**src/hw/rtl/aes128rr_pkg.sv**
```systemverilog
// Shared types, constant tables and round functions for the reduced-round AES-128 pipeline.
`default_nettype none

package aes128rr_pkg;

  localparam int unsigned MaxRounds = 10;
  localparam int unsigned BlockW    = 128;

  // Forward S-box, element 0 first.
  localparam logic [0:255][7:0] SBOX = {
    8'h63, 8'h7c, 8'h77, 8'h7b, 8'hf2, 8'h6b, 8'h6f, 8'hc5,
    8'h30, 8'h01, 8'h67, 8'h2b, 8'hfe, 8'hd7, 8'hab, 8'h76,
    8'hca, 8'h82, 8'hc9, 8'h7d, 8'hfa, 8'h59, 8'h47, 8'hf0,
    8'had, 8'hd4, 8'ha2, 8'haf, 8'h9c, 8'ha4, 8'h72, 8'hc0,
    8'hb7, 8'hfd, 8'h93, 8'h26, 8'h36, 8'h3f, 8'hf7, 8'hcc,
    8'h34, 8'ha5, 8'he5, 8'hf1, 8'h71, 8'hd8, 8'h31, 8'h15,
    8'h04, 8'hc7, 8'h23, 8'hc3, 8'h18, 8'h96, 8'h05, 8'h9a,
    8'h07, 8'h12, 8'h80, 8'he2, 8'heb, 8'h27, 8'hb2, 8'h75,
    8'h09, 8'h83, 8'h2c, 8'h1a, 8'h1b, 8'h6e, 8'h5a, 8'ha0,
    8'h52, 8'h3b, 8'hd6, 8'hb3, 8'h29, 8'he3, 8'h2f, 8'h84,
    8'h53, 8'hd1, 8'h00, 8'hed, 8'h20, 8'hfc, 8'hb1, 8'h5b,
    8'h6a, 8'hcb, 8'hbe, 8'h39, 8'h4a, 8'h4c, 8'h58, 8'hcf,
    8'hd0, 8'hef, 8'haa, 8'hfb, 8'h43, 8'h4d, 8'h33, 8'h85,
    8'h45, 8'hf9, 8'h02, 8'h7f, 8'h50, 8'h3c, 8'h9f, 8'ha8,
    8'h51, 8'ha3, 8'h40, 8'h8f, 8'h92, 8'h9d, 8'h38, 8'hf5,
    8'hbc, 8'hb6, 8'hda, 8'h21, 8'h10, 8'hff, 8'hf3, 8'hd2,
    8'hcd, 8'h0c, 8'h13, 8'hec, 8'h5f, 8'h97, 8'h44, 8'h17,
    8'hc4, 8'ha7, 8'h7e, 8'h3d, 8'h64, 8'h5d, 8'h19, 8'h73,
    8'h60, 8'h81, 8'h4f, 8'hdc, 8'h22, 8'h2a, 8'h90, 8'h88,
    8'h46, 8'hee, 8'hb8, 8'h14, 8'hde, 8'h5e, 8'h0b, 8'hdb,
    8'he0, 8'h32, 8'h3a, 8'h0a, 8'h49, 8'h06, 8'h24, 8'h5c,
    8'hc2, 8'hd3, 8'hac, 8'h62, 8'h91, 8'h95, 8'he4, 8'h79,
    8'he7, 8'hc8, 8'h37, 8'h6d, 8'h8d, 8'hd5, 8'h4e, 8'ha9,
    8'h6c, 8'h56, 8'hf4, 8'hea, 8'h65, 8'h7a, 8'hae, 8'h08,
    8'hba, 8'h78, 8'h25, 8'h2e, 8'h1c, 8'ha6, 8'hb4, 8'hc6,
    8'he8, 8'hdd, 8'h74, 8'h1f, 8'h4b, 8'hbd, 8'h8b, 8'h8a,
    8'h70, 8'h3e, 8'hb5, 8'h66, 8'h48, 8'h03, 8'hf6, 8'h0e,
    8'h61, 8'h35, 8'h57, 8'hb9, 8'h86, 8'hc1, 8'h1d, 8'h9e,
    8'he1, 8'hf8, 8'h98, 8'h11, 8'h69, 8'hd9, 8'h8e, 8'h94,
    8'h9b, 8'h1e, 8'h87, 8'he9, 8'hce, 8'h55, 8'h28, 8'hdf,
    8'h8c, 8'ha1, 8'h89, 8'h0d, 8'hbf, 8'he6, 8'h42, 8'h68,
    8'h41, 8'h99, 8'h2d, 8'h0f, 8'hb0, 8'h54, 8'hbb, 8'h16
  };

  // Round constants for rounds one through ten.
  localparam logic [0:MaxRounds-1][7:0] RCON = {
    8'h01, 8'h02, 8'h04, 8'h08, 8'h10, 8'h20, 8'h40, 8'h80, 8'h1b, 8'h36
  };

  localparam logic [7:0] GfPoly = 8'h1b;

  typedef struct packed {
    logic [BlockW-1:0] state;
    logic [BlockW-1:0] key;
  } stage_t;

  typedef struct packed {
    logic       apply;
    logic       mix;
    logic [7:0] rcon;
  } round_ctrl_t;

  typedef struct packed {
    logic [3:0] rounds;
    logic       final_mix;
  } cfg_t;

  function automatic logic [7:0] xtime(input logic [7:0] v);
    return {v[6:0], 1'b0} ^ (v[7] ? GfPoly : 8'h00);
  endfunction

  // Byte n of a block lives in bits 127-8n down to 120-8n.
  function automatic logic [BlockW-1:0] sub_shift(input logic [BlockW-1:0] s);
    logic [BlockW-1:0] t;
    int src;
    t = '0;
    for (int c = 0; c < 4; c++) begin
      for (int r = 0; r < 4; r++) begin
        src = r + 4 * ((c + r) & 3);
        t[BlockW-1-8*(r+4*c) -: 8] = SBOX[s[BlockW-1-8*src -: 8]];
      end
    end
    return t;
  endfunction

  function automatic logic [31:0] mix_col(input logic [31:0] w);
    logic [7:0] a0, a1, a2, a3, all;
    a0  = w[31:24];
    a1  = w[23:16];
    a2  = w[15:8];
    a3  = w[7:0];
    all = a0 ^ a1 ^ a2 ^ a3;
    return {a0 ^ all ^ xtime(a0 ^ a1), a1 ^ all ^ xtime(a1 ^ a2),
            a2 ^ all ^ xtime(a2 ^ a3), a3 ^ all ^ xtime(a3 ^ a0)};
  endfunction

  function automatic logic [BlockW-1:0] mix_cols(input logic [BlockW-1:0] s);
    logic [BlockW-1:0] t;
    t = '0;
    for (int c = 0; c < 4; c++) begin
      t[BlockW-1-32*c -: 32] = mix_col(s[BlockW-1-32*c -: 32]);
    end
    return t;
  endfunction

  // One step of the AES-128 key schedule, word by word.
  function automatic logic [BlockW-1:0] key_step(input logic [BlockW-1:0] k,
                                                 input logic [7:0] rcon);
    logic [31:0] w0, w1, w2, w3, rot;
    w0  = k[127:96];
    w1  = k[95:64];
    w2  = k[63:32];
    w3  = k[31:0];
    rot = {SBOX[w3[23:16]] ^ rcon, SBOX[w3[15:8]], SBOX[w3[7:0]], SBOX[w3[31:24]]};
    w0  = w0 ^ rot;
    w1  = w1 ^ w0;
    w2  = w2 ^ w1;
    w3  = w3 ^ w2;
    return {w0, w1, w2, w3};
  endfunction

endpackage

`default_nettype wire

```
**src/hw/rtl/aes128rr_cfg.sv**
```systemverilog
// Configuration registers behind the APB-style port.
`default_nettype none

module aes128rr_cfg
  import aes128rr_pkg::*;
(
  input  wire logic        clk_i,
  input  wire logic        rst_ni,
  input  wire logic        psel,
  input  wire logic        penable,
  input  wire logic        pwrite,
  input  wire logic [2:0]  paddr,
  input  wire logic [31:0] pwdata,
  output logic      [31:0] prdata,
  output logic             pready,
  output cfg_t             cfg_o
);

  localparam logic RegRoundCount = 1'b0;
  localparam logic RegFinalMix   = 1'b1;

  logic [3:0] round_count_q, round_count_d;
  logic       final_mix_q, final_mix_d;
  logic       wr_en;

  assign pready = 1'b1;
  assign wr_en  = psel && penable && pwrite;

  always_comb begin
    round_count_d = round_count_q;
    final_mix_d   = final_mix_q;
    if (wr_en) begin
      case (paddr[2])
        RegRoundCount: round_count_d = pwdata[3:0];
        RegFinalMix:   final_mix_d   = pwdata[0];
        default: ;
      endcase
    end
  end

  always_ff @(posedge clk_i or negedge rst_ni) begin
    if (!rst_ni) begin
      round_count_q <= 4'(MaxRounds);
      final_mix_q   <= 1'b0;
    end else begin
      round_count_q <= round_count_d;
      final_mix_q   <= final_mix_d;
    end
  end

  always_comb begin
    case (paddr[2])
      RegRoundCount: prdata = {28'd0, round_count_q};
      RegFinalMix:   prdata = {31'd0, final_mix_q};
      default:       prdata = '0;
    endcase
  end

  // Zero rounds act as one, and anything past the last round saturates.
  always_comb begin
    if (round_count_q == 4'd0) begin
      cfg_o.rounds = 4'd1;
    end else if (round_count_q > 4'(MaxRounds)) begin
      cfg_o.rounds = 4'(MaxRounds);
    end else begin
      cfg_o.rounds = round_count_q;
    end
    cfg_o.final_mix = final_mix_q;
  end

endmodule

`default_nettype wire

```
**config.mk**
```make
export PLATFORM = sky130hd
export DESIGN_NAME = aes128rr_cfg
export DESIGN_NICKNAME = d
export VERILOG_FILES = /design/src/hw/rtl/aes128rr_pkg.sv /design/src/hw/rtl/aes128rr_cfg.sv
export SDC_FILE = /design/constraint.sdc
export NUM_CORES = 1
export LEC_CHECK = 0
export BUFFER_PORTS_ARGS = -buffer_cell sky130_fd_sc_hd__buf_2
export CELL_PAD_IN_SITES_DETAIL_PLACEMENT = 1
export CELL_PAD_IN_SITES_GLOBAL_PLACEMENT = 1
export CORE_UTILIZATION = 17
export CTS_CLUSTER_DIAMETER = 40
export DETAILED_ROUTE_END_ITERATION = 10
export HOLD_SLACK_MARGIN = 0.08
export PLACE_DENSITY_LB_ADDON = 0.1
export SLEW_MARGIN = 0
export SYNTH_ARGS = -nofsm -noshare
export SYNTH_HDL_FRONTEND = slang
export SYNTH_SLANG_ARGS = --single-unit
```
**constraint.sdc**
```tcl
create_clock -name clk_i -period 1.15 [get_ports clk_i]
set_clock_uncertainty 0.05 [all_clocks]
set_input_delay 0.0575 -clock clk_i [delete_from_list [all_inputs] [get_ports clk_i]]
set_output_delay 0.0575 -clock clk_i [all_outputs]
set_load 0.05 [all_outputs]
```
# ---- Word level (Yosys, flattened, before mapping)
# Index checks and enable logic that the tools add are counted.
dict set report totals {
  reg_bits 5
  latch_bits 0
  ramBits 0
  mem_bits_ro 0
  input_bits 40
  out_inout_bits 38
  elab_cells 12
  n_memories 0
}
dict set report classes {
  add_sub_neg 0
  mul 0
  div_mod_pow 0
  order_cmp 1
  eq_ne 0
  shifts 0
  mux 3
  n_bitwise 1
  reduce_logical 5
}
# operator count
set ops {}
lappend ops {{$pmux 32 s2} 1}
lappend ops {{$mux 4} 2}
lappend ops {{$gt 4x4->1 const B} 1}
lappend ops {{$logic_not 4->1} 1}
lappend ops {{$reduce_and 2->1} 2}
lappend ops {{$logic_and 1x1->1} 2}
lappend ops {{$not 1->1} 1}

# ---- Depth between registers and ports, before layout
dict set report depth {
  depth_word 3
  mapped_depth 2
  mapped_depth_nobuf 2
}

# ---- Worst setup path before layout
# Ideal clock, no wire load.
dict set report synth_path {
  kind {register to output}
  start {reg round_count_q[3]}
  end {out prdata[3]}
  arrival_ps 1228
  required_time_ps 1043
  slack_ps -186
  stages_incl_launch_ff 3
  path_buffers 0
  cell_sequence {dfstp_2 -> inv_1 -> nor2_1}
}
dict set report synth_via {
  elab_chain_len 1
}
# element line
set synth_lines {}
lappend synth_lines {{from (decl)} aes128rr_cfg.sv:22} ;# logic [3:0] round_count_q, round_count_d;
lappend synth_lines {{from (signal assigned)} aes128rr_cfg.sv:43} ;# round_count_q <= 4'(MaxRounds);
lappend synth_lines {{from (signal assigned)} aes128rr_cfg.sv:46} ;# round_count_q <= round_count_d;
lappend synth_lines {{$pmux 32 s2} aes128rr_cfg.sv:52} ;# case (paddr[2])
lappend synth_lines {{to (decl)} aes128rr_cfg.sv:14} ;# output logic [31:0] prdata,
# Every way passes these cells. The select of a mux whose other input is x is not followed.

==> flow_summary.toml <==
[place]
port_buffers = 18
dp.cells = 103
place.gp.congestion = 0.657
hpwl_um = 779

[layout]
multi_input_area_um2 = 267
syn_to_final_growth_pct = 40.1
fillCellCount = 357
final_common_cell = "conb_1"
nets = 124
final_cells = 114
drive_gt1_frac = 0.506
seq_area_um2 = 128
final_util = 0.257
diodes = 0
mostFrequentLayoutCells = "conb_1, buf_2, buf_6"

[detailed_routing]
totalWireLength_um = 989
avgViaCountPerCell = 3.14
wire_per_inst_um = 8.68
vias = 358
final_antenna_net_count = 0
drtIter0Drc = 12
drc = 10
dr.pass1.iters = 6

[pwr]
ir_drop_mv = 0.312
pwr-share-seq = 0.191
power.density_nw_per_um2 = 1860
swShare = 0.507
clkPwrFrac = 0.150
p_leak_nw = 0.386
p_total_w = 0.00134
internal_power_w = 0.000660
p_sw_w = 0.000678
p_comb_frac = 0.660

[die]
ioPinCount = 78
core_um2 = 2810
start_util = 0.183
die_area_um2 = 3250
die_h_um = 57
die_w_um = 57
rows = 19

[sta]
max_clock_freq_mhz = 722
rsz0062_at_grt = "true"
hold_violations = 0
setup_slack_ns = -0.234
setup_viol = 8
fin_crit_sh = 1.20
fin_tns_setup_ns = -0.862
maxSlewViolCount = 0
post-route-min-period_ns = 1.38
hold_ws_ns = 0.126

[yosys]
postSynthAreaPerCell_um2 = 9.52
synth-seq-cells = 5
synthesis.area_um2 = 514
synth.yosys.seq_area_share = 0.248
synth.distinct_cells = 14
yosysWarnings = 0
syn_inst = 54

[cts]
cts_made_buffers = 3
cts.sinks = 5
tritoncts = "yes"
clk_path_buf_depth = 2
ctsHtreeMaxLevel = 1
root_buffer = "clkbuf_4"
clkTransAtPathRegs_ns = 0.04
clk-insertion-delay-late_ns = 0.24

[global_routing]
grtUsageTotal = 0.0594
grt_pass1_wl_mm = 1.40
grt_pass1_vias = 332
grt_max_degree = 7
overflow = 0
antenna_found_initial = 0

[worst_setup_path]
worstPathArrival_ns = 1.28
cp-start-kind = "flop"
crit_required_ns = 1.04
path_class = "flop to primary output"
r2r_setup_slack_ns = 0.17
worstPathMaxFanout = 2
crit_path_end_kind = "primary output"

[run]
maxCapViolCount = 0

[worst_hold_path]
hold_path.class = "input pin to async pin"

[outcome]
status = "finished with violations"
violations = "DRC, setup timing"
==> routing by layer <==
metal,GRT usage,wire length (µm),vias to the layer above
met4,0.0418,0,0
met3,0.0272,121,0
met2,0.103,525,26
li1,-,-,172
met1,0.0556,343,160
met5,0,0,-
==> final cells by class <==
cell class                 instances  area share
multi-input combinational         44       0.370
timing repair buffer              29       0.358
sequential                         5       0.177
tap                               31      0.0538
clock buffer                       4      0.0365
inverter                           1     0.00521
==> state kept, by name, summed over array words and instances, names as in the netlist <==
signal / count
round_count_q: 4
final_mix_q: 1
==> worst max-delay path, stage by stage, from the launching register on <==
cell     delay, ns
dfstp_2       0.54
inv_2         0.04
maj3_2        0.30
buf_6         0.16
==> cells in the mapped netlist <==
library cell | number | area [µm²]
a21o_1 | 1 | 7.51
and2b_2 | 2 | 17.5
buf_4 | 30 | 225
clkbuf_1 | 1 | 3.75
conb_1 | 2 | 7.51
dfrtp_1 | 3 | 75.1
dfstp_2 | 2 | 52.6
inv_1 | 1 | 3.75
maj3_1 | 1 | 10.0
mux2_2 | 6 | 67.6
nand4_1 | 1 | 6.26
nand4b_4 | 1 | 23.8
nor2_1 | 2 | 7.51
nor2b_1 | 1 | 6.26
==> cell families after synthesis <==
group,after synthesis,synth area share
simple gates,7,0.119
compound gates,1,0.0146
mux,6,0.131
flops,5,0.248
buf+inv,32,0.453
fa+ha+maj,1,0.0195
other cells,2,0.0146
==> worst paths after layout <==
path                                         end              from  depth (start not counted)
worst max register to register  round_count_q[3]  round_count_q[3]                          3
min in group clk_i                   final_mix_q           penable                          3
worst max-delay path                    cfg_o[1]  round_count_q[3]                          3
worst min-delay path            round_count_q[2]            rst_ni                          2
max in group asynchronous       round_count_q[1]            rst_ni                          2
worst min register to register       final_mix_q       final_mix_q                          1
==> what timing repair did <==
item                                   4_1_cts  5_1_grt
endpoints found under the hold margin       10        0
hold buffers                                 5        0
pin swaps                                    2        1
buffers inserted                             0        2
gates cloned                                 0        0
gates resized for setup                     20        4
setup endpoints to repair                    8        8
==> per-stage QoR <==
stage               area, µm²  setup slack, ns
detailed placement        552          -0.0241
finish                    721           -0.234
global placement          552          -0.0185
global route              721           -0.270
CTS                       691           -0.244
floorplan                 622           0.0208
==> power by group through the flow <==
stage / logic (W) / clock network (W) / registers [W]
after floorplan: 0.000655 / 0 / 0.000257
after global placement: 0.000720 / 0 / 0.000253
after detailed placement: 0.000719 / 0 / 0.000255
after CTS: 0.000842 / 0.000214 / 0.000254
after global routing: 0.000915 / 0.000220 / 0.000263
final: 0.000883 / 0.000201 / 0.000255
No activity file was read; power rests on OpenSTA's default activity.
